--- src/rtl/spvd_pkg.sv ---
// ----------------------------------------------------------------------------
// spvd_pkg: shared types and constants for the signed prefix varint decoder
// Token format between the front and back parts, form codes, lengths.
// ----------------------------------------------------------------------------
package spvd_pkg;

    typedef enum logic [2:0] {
        FORM_ONE   = 3'd0,
        FORM_TWO   = 3'd1,
        FORM_FOUR  = 3'd2,
        FORM_EIGHT = 3'd3,
        FORM_ESC   = 3'd4
    } t_form;

    // One classified byte on its way to the back part
    typedef struct packed {
        logic [7:0] data;
        logic       head;
        logic       last;
        t_form      form;
    } t_tok;

    localparam int TOK_W = $bits(t_tok);
    localparam int VALUE_W = 64;
    localparam int LEN_W = 4;
    localparam int RES_W = VALUE_W + LEN_W;

    localparam int MID_DEPTH_DEF = 2;
    localparam int OUT_DEPTH_DEF = 2;

    localparam logic [LEN_W-1:0] LEN_ONE   = 4'd1;
    localparam logic [LEN_W-1:0] LEN_TWO   = 4'd2;
    localparam logic [LEN_W-1:0] LEN_FOUR  = 4'd4;
    localparam logic [LEN_W-1:0] LEN_EIGHT = 4'd8;
    localparam logic [LEN_W-1:0] LEN_ESC   = 4'd9;

    // Continuation bytes owed after each kind of head
    localparam logic [3:0] LEFT_TWO   = 4'd1;
    localparam logic [3:0] LEFT_FOUR  = 4'd3;
    localparam logic [3:0] LEFT_EIGHT = 4'd7;
    localparam logic [3:0] LEFT_ESC   = 4'd8;

endpackage

--- src/rtl/spvd_queue.sv ---
// ----------------------------------------------------------------------------
// spvd_queue: small register FIFO
// Accepts a push while full is low; the oldest entry shows while empty is low.
// ----------------------------------------------------------------------------
module spvd_queue #(
    parameter int W     = 8,
    parameter int DEPTH = 2
) (
    input  logic         i_clk,
    input  logic         i_rst_n,
    input  logic         i_push,
    input  logic [W-1:0] i_data,
    output logic         o_full,
    input  logic         i_pop,
    output logic [W-1:0] o_data,
    output logic         o_empty
);
    localparam int PTR_W = (DEPTH > 1) ? $clog2(DEPTH) : 1;
    localparam int CNT_W = $clog2(DEPTH + 1);

    logic [W-1:0]     r_mem [DEPTH];
    logic [PTR_W-1:0] r_wr_ptr, n_wr_ptr;
    logic [PTR_W-1:0] r_rd_ptr, n_rd_ptr;
    logic [CNT_W-1:0] r_count, n_count;
    logic             do_push, do_pop;

    assign o_full  = (r_count == CNT_W'(DEPTH));
    assign o_empty = (r_count == '0);
    assign o_data  = r_mem[r_rd_ptr];
    assign do_push = i_push && !o_full;
    assign do_pop  = i_pop && !o_empty;

    always_comb begin
        n_wr_ptr = r_wr_ptr;
        n_rd_ptr = r_rd_ptr;
        n_count  = r_count;
        if (do_push) begin
            n_wr_ptr = (r_wr_ptr == PTR_W'(DEPTH - 1)) ? '0 : r_wr_ptr + 1'b1;
        end
        if (do_pop) begin
            n_rd_ptr = (r_rd_ptr == PTR_W'(DEPTH - 1)) ? '0 : r_rd_ptr + 1'b1;
        end
        case ({do_push, do_pop})
            2'b10:   n_count = r_count + 1'b1;
            2'b01:   n_count = r_count - 1'b1;
            default: n_count = r_count;
        endcase
    end

    always_ff @(posedge i_clk) begin
        if (!i_rst_n) begin
            r_wr_ptr <= '0;
            r_rd_ptr <= '0;
            r_count  <= '0;
        end else begin
            r_wr_ptr <= n_wr_ptr;
            r_rd_ptr <= n_rd_ptr;
            r_count  <= n_count;
        end
    end

    always_ff @(posedge i_clk) begin
        if (do_push) begin
            r_mem[r_wr_ptr] <= i_data;
        end
    end

endmodule

--- src/rtl/spvd_front.sv ---
// ----------------------------------------------------------------------------
// spvd_front: byte classifier
// Tracks integer boundaries and tags each byte as head, continuation, last.
// ----------------------------------------------------------------------------
module spvd_front (
    input  logic          i_clk,
    input  logic          i_rst_n,
    input  logic          i_accept,
    input  logic [7:0]    i_byte,
    output logic          o_tok_valid,
    output spvd_pkg::t_tok o_tok
);
    import spvd_pkg::*;

    logic [3:0] r_bytes_left, n_bytes_left;
    t_form      r_form, n_form;
    t_tok       tok;

    always_comb begin
        n_bytes_left = r_bytes_left;
        n_form       = r_form;
        tok.data     = i_byte;
        tok.head     = (r_bytes_left == 4'd0);
        tok.last     = 1'b0;
        tok.form     = r_form;
        if (r_bytes_left == 4'd0) begin
            if (i_byte[7]) begin
                n_form = FORM_ONE;
            end else if (i_byte[6]) begin
                n_form       = FORM_TWO;
                n_bytes_left = LEFT_TWO;
            end else if (i_byte[5]) begin
                n_form       = FORM_FOUR;
                n_bytes_left = LEFT_FOUR;
            end else if (i_byte[4]) begin
                n_form       = FORM_EIGHT;
                n_bytes_left = LEFT_EIGHT;
            end else begin
                n_form       = FORM_ESC;
                n_bytes_left = LEFT_ESC;
            end
            tok.form = n_form;
            tok.last = i_byte[7];
        end else begin
            n_bytes_left = r_bytes_left - 4'd1;
            tok.last     = (r_bytes_left == 4'd1);
        end
    end

    assign o_tok_valid = i_accept;
    assign o_tok       = tok;

    always_ff @(posedge i_clk) begin
        if (!i_rst_n) begin
            r_bytes_left <= 4'd0;
            r_form       <= FORM_ONE;
        end else if (i_accept) begin
            r_bytes_left <= n_bytes_left;
            r_form       <= n_form;
        end
    end

    a_left_range: assert property (@(posedge i_clk) disable iff (!i_rst_n)
        r_bytes_left <= LEFT_ESC)
        else $error("bytes left out of range");

    a_escape_owes_eight: assert property (@(posedge i_clk) disable iff (!i_rst_n)
        (i_accept && r_bytes_left == 4'd0 && i_byte[7:4] == 4'd0)
            |=> (r_bytes_left == LEFT_ESC && r_form == FORM_ESC))
        else $error("escape head did not load eight bytes");

    a_cont_counts_down: assert property (@(posedge i_clk) disable iff (!i_rst_n)
        (i_accept && r_bytes_left != 4'd0)
            |=> (r_bytes_left == $past(r_bytes_left) - 4'd1 && $stable(r_form)))
        else $error("continuation did not count down");

endmodule

--- src/rtl/spvd_back.sv ---
// ----------------------------------------------------------------------------
// spvd_back: value assembler
// Shifts bytes into the accumulator; on the last byte sign-extends every form but escape.
// ----------------------------------------------------------------------------
module spvd_back (
    input  logic                          i_clk,
    input  logic                          i_rst_n,
    input  logic                          i_tok_valid,
    input  spvd_pkg::t_tok                i_tok,
    output logic                          o_tok_pop,
    input  logic                          i_res_full,
    output logic                          o_res_push,
    output logic [spvd_pkg::VALUE_W-1:0]  o_res_value,
    output logic [spvd_pkg::LEN_W-1:0]    o_res_length
);
    import spvd_pkg::*;

    logic [VALUE_W-1:0] r_acc, n_acc;

    // Hold a last byte until the result queue has room
    assign o_tok_pop  = i_tok_valid && (!i_tok.last || !i_res_full);
    assign o_res_push = o_tok_pop && i_tok.last;

    always_comb begin
        if (i_tok.head) begin
            n_acc = (i_tok.form == FORM_ESC) ? '0 : {56'd0, i_tok.data};
        end else begin
            n_acc = {r_acc[VALUE_W-9:0], i_tok.data};
        end
        case (i_tok.form)
            FORM_ONE: begin
                o_res_value  = {{57{n_acc[6]}}, n_acc[6:0]};
                o_res_length = LEN_ONE;
            end
            FORM_TWO: begin
                o_res_value  = {{50{n_acc[13]}}, n_acc[13:0]};
                o_res_length = LEN_TWO;
            end
            FORM_FOUR: begin
                o_res_value  = {{35{n_acc[28]}}, n_acc[28:0]};
                o_res_length = LEN_FOUR;
            end
            FORM_EIGHT: begin
                o_res_value  = {{4{n_acc[59]}}, n_acc[59:0]};
                o_res_length = LEN_EIGHT;
            end
            default: begin
                o_res_value  = n_acc;
                o_res_length = LEN_ESC;
            end
        endcase
    end

    always_ff @(posedge i_clk) begin
        if (o_tok_pop) begin
            r_acc <= n_acc;
        end
    end

    a_len_legal: assert property (@(posedge i_clk) disable iff (!i_rst_n)
        o_res_push |-> (o_res_length == LEN_ONE || o_res_length == LEN_TWO ||
                        o_res_length == LEN_FOUR || o_res_length == LEN_EIGHT ||
                        o_res_length == LEN_ESC))
        else $error("illegal encoded length");

    a_hold_when_full: assert property (@(posedge i_clk) disable iff (!i_rst_n)
        (i_tok_valid && i_tok.last && i_res_full) |-> !o_tok_pop)
        else $error("last byte consumed while result queue full");

    a_one_byte_last: assert property (@(posedge i_clk) disable iff (!i_rst_n)
        (i_tok_valid && i_tok.head && i_tok.form == FORM_ONE) |-> i_tok.last)
        else $error("one-byte head not marked last");

endmodule

--- src/rtl/signed_prefix_varint_decoder_core.sv ---
// ----------------------------------------------------------------------------
// signed_prefix_varint_decoder_core: signed prefix-length varint decoder
// Path: a transferred byte is registered in the mid queue and its result in the
//   result queue (front tags it, back assembles it into the result queue).
// Throughput: one byte per cycle while full is low.
// Reset: synchronous active-low; clears both queues and the byte counter,
//   so the first byte after reset is taken as a head byte.
// ----------------------------------------------------------------------------
module signed_prefix_varint_decoder_core #(
    parameter int MID_DEPTH = spvd_pkg::MID_DEPTH_DEF,
    parameter int OUT_DEPTH = spvd_pkg::OUT_DEPTH_DEF
) (
    input  logic                         i_clk,
    input  logic                         i_rst_n,
    // byte input side
    input  logic                         push,
    output logic                         full,
    input  logic [7:0]                   i_in_byte,
    // result side
    output logic                         empty,
    input  logic                         pop,
    output logic signed [63:0]           o_value,
    output logic [3:0]                   o_encoded_length
);
    import spvd_pkg::*;

    // Front part: classify every transferred byte.
    // Mid queue: decouple classification from assembly.
    // Back part: assemble values into the result queue.

    logic                 accept;
    logic                 tok_push;
    t_tok                 tok_in;
    t_tok                 tok_out;
    logic [TOK_W-1:0]     tok_bits;
    logic                 mid_empty;
    logic                 tok_pop;
    logic                 res_push;
    logic                 res_full;
    logic [VALUE_W-1:0]   res_value;
    logic [LEN_W-1:0]     res_length;
    logic [RES_W-1:0]     res_bits;

    // A byte transfers in whenever the mid queue has room
    assign accept = push && !full;

    spvd_front u_front (
        .i_clk       (i_clk),
        .i_rst_n     (i_rst_n),
        .i_accept    (accept),
        .i_byte      (i_in_byte),
        .o_tok_valid (tok_push),
        .o_tok       (tok_in)
    );

    spvd_queue #(
        .W     (TOK_W),
        .DEPTH (MID_DEPTH)
    ) u_mid_q (
        .i_clk   (i_clk),
        .i_rst_n (i_rst_n),
        .i_push  (tok_push),
        .i_data  (tok_in),
        .o_full  (full),
        .i_pop   (tok_pop),
        .o_data  (tok_bits),
        .o_empty (mid_empty)
    );

    assign tok_out = t_tok'(tok_bits);

    spvd_back u_back (
        .i_clk        (i_clk),
        .i_rst_n      (i_rst_n),
        .i_tok_valid  (!mid_empty),
        .i_tok        (tok_out),
        .o_tok_pop    (tok_pop),
        .i_res_full   (res_full),
        .o_res_push   (res_push),
        .o_res_value  (res_value),
        .o_res_length (res_length)
    );

    // Result queue: hold finished values while the consumer stalls
    spvd_queue #(
        .W     (RES_W),
        .DEPTH (OUT_DEPTH)
    ) u_out_q (
        .i_clk   (i_clk),
        .i_rst_n (i_rst_n),
        .i_push  (res_push),
        .i_data  ({res_value, res_length}),
        .o_full  (res_full),
        .i_pop   (pop),
        .o_data  (res_bits),
        .o_empty (empty)
    );

    assign o_value          = signed'(res_bits[RES_W-1:LEN_W]);
    assign o_encoded_length = res_bits[LEN_W-1:0];

endmodule

--- config.mk ---
export PLATFORM = sky130hd
export DESIGN_NAME = signed_prefix_varint_decoder_core
export DESIGN_NICKNAME = d
export VERILOG_FILES = /design/src/rtl/spvd_pkg.sv /design/src/rtl/spvd_queue.sv /design/src/rtl/spvd_front.sv /design/src/rtl/spvd_back.sv /design/src/rtl/signed_prefix_varint_decoder_core.sv
export SDC_FILE = /design/constraint.sdc
export NUM_CORES = 1
export LEC_CHECK = 0
export ABC_AREA = 1
export BUFFER_PORTS_ARGS = -buffer_cell sky130_fd_sc_hd__buf_2
export CORE_UTILIZATION = 54
export DETAILED_ROUTE_END_ITERATION = 8
export GPL_TIMING_DRIVEN = 0
export PLACE_DENSITY = 0.77
export SYNTH_ARGS = -nofsm -noshare
export SYNTH_HDL_FRONTEND = slang
export SYNTH_SLANG_ARGS = --single-unit
--- constraint.sdc ---
create_clock -name i_clk -period 4.4 [get_ports i_clk]
set_input_delay 0.66 -clock i_clk [delete_from_list [all_inputs] [get_ports i_clk]]
set_output_delay 0.66 -clock i_clk [all_outputs]
set_load 0.01 [all_outputs]
After elaboration in Yosys (flattened, before gate mapping)
Memory sizes are Yosys's and may differ from the RTL's. A register that Yosys moved wholly into a read port is not among the register bits.
Index checks and enable logic that the tools add are counted.
{"block": "word_totals", "register_bits": 71, "latch_bits": 0, "ramBits": 162, "romBits": 0, "inputBits": 12, "out_inout_bits": 70, "memories": 2}
{"name": "u_out_q.r_mem", "depth": 2, "word_bits": 68, "read_ports": 1, "rd_clocked_by_memory_dff": 1, "write_ports": 1, "line_no": "spvd_queue.sv:21", "rtl": "logic [W-1:0] r_mem [DEPTH];"}
{"name": "u_mid_q.r_mem", "depth": 2, "word_bits": 13, "read_ports": 1, "rd_clocked_by_memory_dff": 1, "write_ports": 1, "line_no": "spvd_queue.sv:21"}
{"block": "classes", "addsub": 9, "n_mul": 0, "n_div": 0, "magnitude_cmp": 0, "eq_ne": 12, "n_shift": 0, "muxes": 29, "n_bitwise": 0, "n_reduce_logical": 20}
{"operator": "$pmux W64 S4", "count": 1}
{"operator": "$mux W64", "count": 1}
{"operator": "$mux W4", "count": 5}
{"operator": "$pmux W4 S4", "count": 1}
{"operator": "$mux W3", "count": 5}
{"operator": "$mux W1", "count": 13}
{"operator": "$eq A2 B2 Y1 const B", "count": 4}
{"operator": "$mux W8", "count": 1}
{"operator": "$pmux W2 S2", "count": 2}
{"operator": "$logic_and A1 B1 Y1", "count": 7}
{"operator": "$eq A3 B2 Y1 const B", "count": 2}
{"operator": "$logic_not A1 Y1", "count": 5}
{"operator": "$add A1 B1 Y1 const B", "count": 4}
{"operator": "$add A2 B1 Y2 const B", "count": 2}
{"operator": "$eq A2 B1 Y1 const B", "count": 2}
{"operator": "$eq A4 B1 Y1 const B", "count": 1}
{"operator": "$logic_not A2 Y1", "count": 2}
{"operator": "$logic_not A4 Y1", "count": 1}
{"operator": "$reduce_bool A2 Y1", "count": 2}
{"operator": "$sub A2 B1 Y2 const B", "count": 2}
{"operator": "$sub A4 B1 Y4 const B", "count": 1}
{"operator": "$eq A3 B1 Y1 const B", "count": 1}
{"operator": "$eq A3 B3 Y1 const B", "count": 1}
{"operator": "$logic_not A3 Y1", "count": 1}
{"operator": "other kinds (3)", "count": 3}

Depth between registers and ports, before layout
{"block": "logic_depth", "depth_word": 8, "depth_mapped": 14, "mapped_depth_nobuf": 12}

By module
A second synthesis with hierarchy kept.
{"block": "unflattened", "cells_unflattened": 741, "area_unflattened_um2": 9953.3}
{"mod": "spvd_queue (u_out_q)", "instances": 1, "cells_per_inst": 252, "area_per_inst_um2": 5243.8, "seq_area_each_um2": 4184.0}
{"mod": "spvd_back", "instances": 1, "cells_per_inst": 315, "area_per_inst_um2": 2912.8, "seq_area_each_um2": 1681.6}
{"mod": "spvd_queue (u_mid_q)", "instances": 1, "cells_per_inst": 80, "area_per_inst_um2": 1202.4, "seq_area_each_um2": 880.8}
{"mod": "spvd_front", "instances": 1, "cells_per_inst": 91, "area_per_inst_um2": 580.6, "seq_area_each_um2": 140.1}
{"mod": "signed_prefix_varint_decoder_core", "instances": 1, "cells_per_inst": 3, "area_per_inst_um2": 13.8, "seq_area_each_um2": 0.0}

Least setup slack after synthesis
Ideal clock, no wire load.
{"block": "synth_timing", "path_kind": "register -> register", "start": "reg with a tool-made name", "end": "mem u_out_q.r_mem[0][0] in the netlist's numbering (enable)", "setup_ps": 495, "arrival_time_ps": 3806, "t_required_ps": 3905, "path_slack_ps": 98, "path_stages_with_launch": 9, "n_path_buf": 2, "path_cell_list": "dfxtp_1 -> buf_6 -> inv_8 -> buf_6 -> nand2_1 -> nand2_1 -> and2_1 -> inv_1 -> nor2_1"}
{"element": "to (decl)", "line_no": "spvd_queue.sv:21"}

==> flow_summary.html <==
<table>
<tr><th>Metric</th><th>Value</th></tr>
<tr><th colspan="2">Clock tree</th></tr>
<tr><td>Hold-fix buffer count after cts</td><td>0</td></tr>
<tr><td>Number of cells upsized or downsized after cts</td><td>0</td></tr>
<tr><td>Clock tree from TritonCTS</td><td>done</td></tr>
<tr><td>Number of clock sinks</td><td>235</td></tr>
<tr><td>Clock root buffer</td><td>sky130_fd_sc_hd__clkbuf_16</td></tr>
<tr><td>TritonCTS Buffers</td><td>24</td></tr>
<tr><td>Number of setup buffers added after CTS</td><td>0</td></tr>
<tr><td>Clock transition at the register clock pins on the worst setup and hold paths after CTS</td><td>0.06 ns</td></tr>
<tr><td>Number of buffers on the longest clock path</td><td>3</td></tr>
<tr><td>Number of H-tree levels</td><td>1</td></tr>
<tr><td>Clk Latency, worst-skew pair</td><td>0.52 ns</td></tr>
<tr><th colspan="2">Detailed routing</th></tr>
<tr><td>Total vias in the final route</td><td>5575</td></tr>
<tr><td>Number of DRC violations after detailed-routing iteration 0</td><td>529</td></tr>
<tr><td>Count of antenna-violating nets left after detailed routing</td><td>0</td></tr>
<tr><td>Routed wire length</td><td>17800 um</td></tr>
<tr><td>DRT Pass-1 Iters</td><td>4</td></tr>
<tr><td>Average wire per cell in the routed design</td><td>16.5 um</td></tr>
<tr><td>Vias per inst</td><td>5.17</td></tr>
<tr><td>DRC violations left</td><td>0</td></tr>
<tr><th colspan="2">Floorplan</th></tr>
<tr><td>Area inside the core boundary</td><td>17400 um^2</td></tr>
<tr><td>Placement row count</td><td>48</td></tr>
<tr><td>Floorplan die area</td><td>18500 um^2</td></tr>
<tr><td>Number of top-level pins</td><td>82</td></tr>
<tr><td>Starting density of the core</td><td>55.8%</td></tr>
<tr><td>Die extent in x</td><td>136 um</td></tr>
<tr><td>Vertical die dimension</td><td>136 um</td></tr>
<tr><th colspan="2">STA</th></tr>
<tr><td>Final cycle utilization of the critical path</td><td>69.0%</td></tr>
<tr><td>Count of pins over their slew limit</td><td>0</td></tr>
<tr><td>Relative slew margins</td><td>25.3%</td></tr>
<tr><td>Number of endpoints failing setup at the final stage</td><td>0</td></tr>
<tr><td>Unrepaired setup endpoints after global routing</td><td>no</td></tr>
<tr><td>Crit path setup slack, layout</td><td>1.36 ns</td></tr>
<tr><td>Slew of the pin with the lowest slew margin</td><td>1.12 ns</td></tr>
<tr><td>Min Tclk post-route</td><td>3.04 ns</td></tr>
<tr><td>Worst clock skew on the final layout</td><td>0.0221 ns</td></tr>
<tr><td>Max Clk Rate</td><td>329 MHz</td></tr>
<tr><td>Final Hold Violating Endpoints</td><td>0</td></tr>
<tr><th colspan="2">Critical path</th></tr>
<tr><td>Worst R2R Setup Slack</td><td>2.14 ns</td></tr>
<tr><td>Worst-path cell with the longest stage delay</td><td>sky130_fd_sc_hd__buf_2</td></tr>
<tr><td>Required time worst endpoint</td><td>3.74 ns</td></tr>
<tr><td>Critical Path Max Stage Delay</td><td>0.38 ns</td></tr>
<tr><td>Kind of launch point of the worst setup path</td><td>flip-flop</td></tr>
<tr><td>Worst r2r dst</td><td>u_out_q.r_mem[1][46]</td></tr>
<tr><td>Critical path fanouts, max</td><td>10</td></tr>
<tr><td>Critical Path Sink Type</td><td>output pin</td></tr>
<tr><td>Kind of critical path</td><td>flip-flop to output pin</td></tr>
<tr><td>FF-to-FF path depth</td><td>8</td></tr>
<tr><td>List of cells traversed by the critical path</td><td>clkbuf_1 &gt; buf_2 &gt; buf_2 &gt; mux2_2 &gt; buf_2</td></tr>
<tr><td>CP Data Arrival Time</td><td>2.38 ns</td></tr>
<tr><td>Cell seen most often among critical-path stages</td><td>sky130_fd_sc_hd__buf_2</td></tr>
<tr><th colspan="2">Yosys</th></tr>
<tr><td>Distinct cell type count of the synthesized netlist</td><td>29</td></tr>
<tr><td>Proportion of synthesized flip-flops having asynchronous set or reset</td><td>0%</td></tr>
<tr><td>Netlist area before placement</td><td>9710 um^2</td></tr>
<tr><td>Cell type contributing the most total cell area after synthesis</td><td>sky130_fd_sc_hd__edfxtp_1</td></tr>
<tr><td>Synth Register Bits</td><td>235</td></tr>
<tr><td>Mean post-synth cell area</td><td>13.4 um^2</td></tr>
<tr><td>Cells taking the most area after synthesis</td><td>sky130_fd_sc_hd__edfxtp_1 (67%), sky130_fd_sc_hd__mux2_2 (7.9%), sky130_fd_sc_hd__nand2_1 (4.3%)</td></tr>
<tr><td>Number of warnings printed during yosys synthesis</td><td>0</td></tr>
<tr><td>Area share of the leading cell type in the synthesized netlist</td><td>67.4%</td></tr>
<tr><td>List of most frequent post-synthesis cells</td><td>sky130_fd_sc_hd__edfxtp_1 (218), sky130_fd_sc_hd__nand2_1 (112), sky130_fd_sc_hd__inv_1 (85), sky130_fd_sc_hd__mux2_2 (68), sky130_fd_sc_hd__nor2_1 (60)</td></tr>
<tr><td>Predominant post-synthesis flop cell</td><td>sky130_fd_sc_hd__edfxtp_1</td></tr>
<tr><td>Sequential element share of the synthesized area</td><td>70.9%</td></tr>
<tr><td>Net count after synthesis</td><td>740</td></tr>
<tr><td>EDFF count, synth</td><td>218</td></tr>
<tr><td>Gate Count Post-Synth</td><td>724</td></tr>
<tr><td>Count leader, synth</td><td>sky130_fd_sc_hd__edfxtp_1</td></tr>
<tr><th colspan="2">Placement</th></tr>
<tr><td>Pre-CTS setup slack</td><td>1.90 ns</td></tr>
<tr><td>Port buffer count</td><td>81</td></tr>
<tr><td>Final weighted congestion in routability-driven placement</td><td>0.815</td></tr>
<tr><td>Placed wire-length estimate after detailed placement</td><td>12000 um</td></tr>
<tr><td>Placed inst area</td><td>10500 um^2</td></tr>
<tr><th colspan="2">GRT</th></tr>
<tr><td>Initial antenna violation count</td><td>0</td></tr>
<tr><td>GRT Util Overall</td><td>19.8%</td></tr>
<tr><td>Vias in the first global route</td><td>5410</td></tr>
<tr><td>First-pass GRT wire length</td><td>27700 um</td></tr>
<tr><td>Global route total overflow</td><td>0</td></tr>
<tr><td>Pin count of the biggest net entering global routing</td><td>70</td></tr>
<tr><th colspan="2">Cells and area</th></tr>
<tr><td>Area growth syn-to-layout</td><td>16.0%</td></tr>
<tr><td>Proportion of layout cells with a drive suffix above 1</td><td>31.3%</td></tr>
<tr><td>Design Area, Final</td><td>11300 um^2</td></tr>
<tr><td>Number of antenna diodes</td><td>0</td></tr>
<tr><td>Flip-flop and latch area</td><td>6890 um^2</td></tr>
<tr><td>Area occupied by multi-input gates</td><td>2280 um^2</td></tr>
<tr><td>Fin nets</td><td>851</td></tr>
<tr><td>Layout filler cell count</td><td>1282</td></tr>
<tr><th colspan="2">Min path</th></tr>
<tr><td>Type of the tightest min-delay check</td><td>primary input to flip-flop</td></tr>
<tr><td>Hold Crit Depth</td><td>1</td></tr>
<tr><td>Worst Hold Endpoint</td><td>u_mid_q.r_mem[1][5]</td></tr>
<tr><td>HP Start</td><td>i_in_byte[0]</td></tr>
<tr><th colspan="2">Pwr</th></tr>
<tr><td>Pwr/cell area</td><td>790 nW/um^2</td></tr>
<tr><td>Largest vdd supply drop</td><td>0.000520 V</td></tr>
<tr><td>Reported leakage power</td><td>4.66 nW</td></tr>
<tr><th colspan="2">Run status</th></tr>
<tr><td>Run status</td><td>complete, no violations</td></tr>
<tr><th colspan="2">Job</th></tr>
<tr><td># Max-Cap Violations</td><td>0</td></tr>
</table>
stage by stage:
stage / TNS [ns] / power, W / hold slack [ns] / utilization [%] / cells
floorplan: 0 / 0.00597 / 0.425 / - / 724
global placement: -146.06 / 0.00687 / 0.435 / 59.7 / 1030
detailed placement: 0 / 0.00703 / 0.446 / 60.3 / 1034
CTS: 0 / 0.00897 / 0.311 / 64.7 / 1078
global route: 0 / 0.00940 / 0.306 / 64.7 / 1078
finish: 0 / 0.00890 / 0.325 / 64.7 / 1078
final cells by class:
| cell class | count | area share [%] |
|---|---|---|
| Buffer | 29 | 1.95 |
| Tap cell | 225 | 2.50 |
| Multi-Input combinational cell | 371 | 20.3 |
| Clock buffer | 34 | 6.02 |
| Inverter | 89 | 3.05 |
| Clock inverter | 10 | 0.744 |
| Timing Repair Buffer | 85 | 4.37 |
| Sequential cell | 235 | 61.1 |
kinds of logic after synthesis:
family,after synthesis,share of synthesized area (%)
AOI/OAI and AO/OA,54,3.57
xor gates and xnor gates,2,0.180
adders and majority gates,4,0.515
buffers and inverters,118,5.78
DFF,235,70.9
muxes,68,7.88
and+or+nand+nor,243,11.2
flip-flops by register name (all words and copies together) (netlist names), named ones only:
name,count
u_out_q.r_count,2
u_mid_q.r_count,2
u_mid_q.r_rd_ptr,1
u_out_q.r_wr_ptr,1
u_mid_q.r_wr_ptr,1
u_mid_q.r_mem,26
u_out_q.r_rd_ptr,1
u_back.r_acc,56
u_front.r_form,3
u_out_q.r_mem,136
u_front.r_bytes_left,4
how the worst max path moves through the flow:
stage,slack (ns),endpoint,startpoint,cells past startpoint
finish,1.36,o_value[53],flip-flop,5
floorplan,0.1,u_out_q.r_mem[0][0],flip-flop,8
global route,1.27,o_value[53],flip-flop,5
detailed placement,1.90,o_value[59],flip-flop,5
CTS,1.33,o_value[59],flip-flop,5
global placement,-1.53,u_out_q.r_mem[0][43],flip-flop,8
critical path: cells and delay by family, from the launching register on:
kind,cells,cell delay (ns)
buffers and inverters,4,1.18
multiplexers,1,0.38
flip-flops,1,0.30
metal layers:
layer  vias to the layer above  GRT usage, %  part of all wire, %
met3                        35          3.39                  5.1
met1                      2651          25.5                   42
met4                         0          6.23                  2.0
li1                       2722             -                    -
met2                       167          34.0                   51
met5                         -             0                    0
power by group:
group | total [W] | internal [W] | switching (W)
logic | 0.00315 | 0.00112 | 0.00203
clock network | 0.00193 | 0.00113 | 0.000794
registers | 0.00383 | 0.00365 | 0.000180
total | 0.00890 | 0.00590 | 0.00300
cell usage in the layout (no fill, tap or decap), types with 3 or more instances in the layout:
cell and count:
sky130_fd_sc_hd__a21oi_1 15, sky130_fd_sc_hd__nand3_2 9, sky130_fd_sc_hd__ha_1 4, sky130_fd_sc_hd__nor2_2 4, sky130_fd_sc_hd__clkbuf_1 7, sky130_fd_sc_hd__buf_2 94, sky130_fd_sc_hd__o21ai_0 20, sky130_fd_sc_hd__nand2_2 10
sky130_fd_sc_hd__buf_6 11, sky130_fd_sc_hd__o21ai_2 16, sky130_fd_sc_hd__mux2_2 68, sky130_fd_sc_hd__dfxtp_1 17, sky130_fd_sc_hd__clkbuf_16 24, sky130_fd_sc_hd__inv_1 84, sky130_fd_sc_hd__edfxtp_1 218, sky130_fd_sc_hd__nor2_1 59
sky130_fd_sc_hd__inv_2 3, sky130_fd_sc_hd__clkbuf_8 4, sky130_fd_sc_hd__buf_12 3, sky130_fd_sc_hd__nand2_1 112, sky130_fd_sc_hd__buf_4 3, sky130_fd_sc_hd__nand3_1 42, sky130_fd_sc_hd__clkinv_2 6
Power figures use the tool's default switching activity.
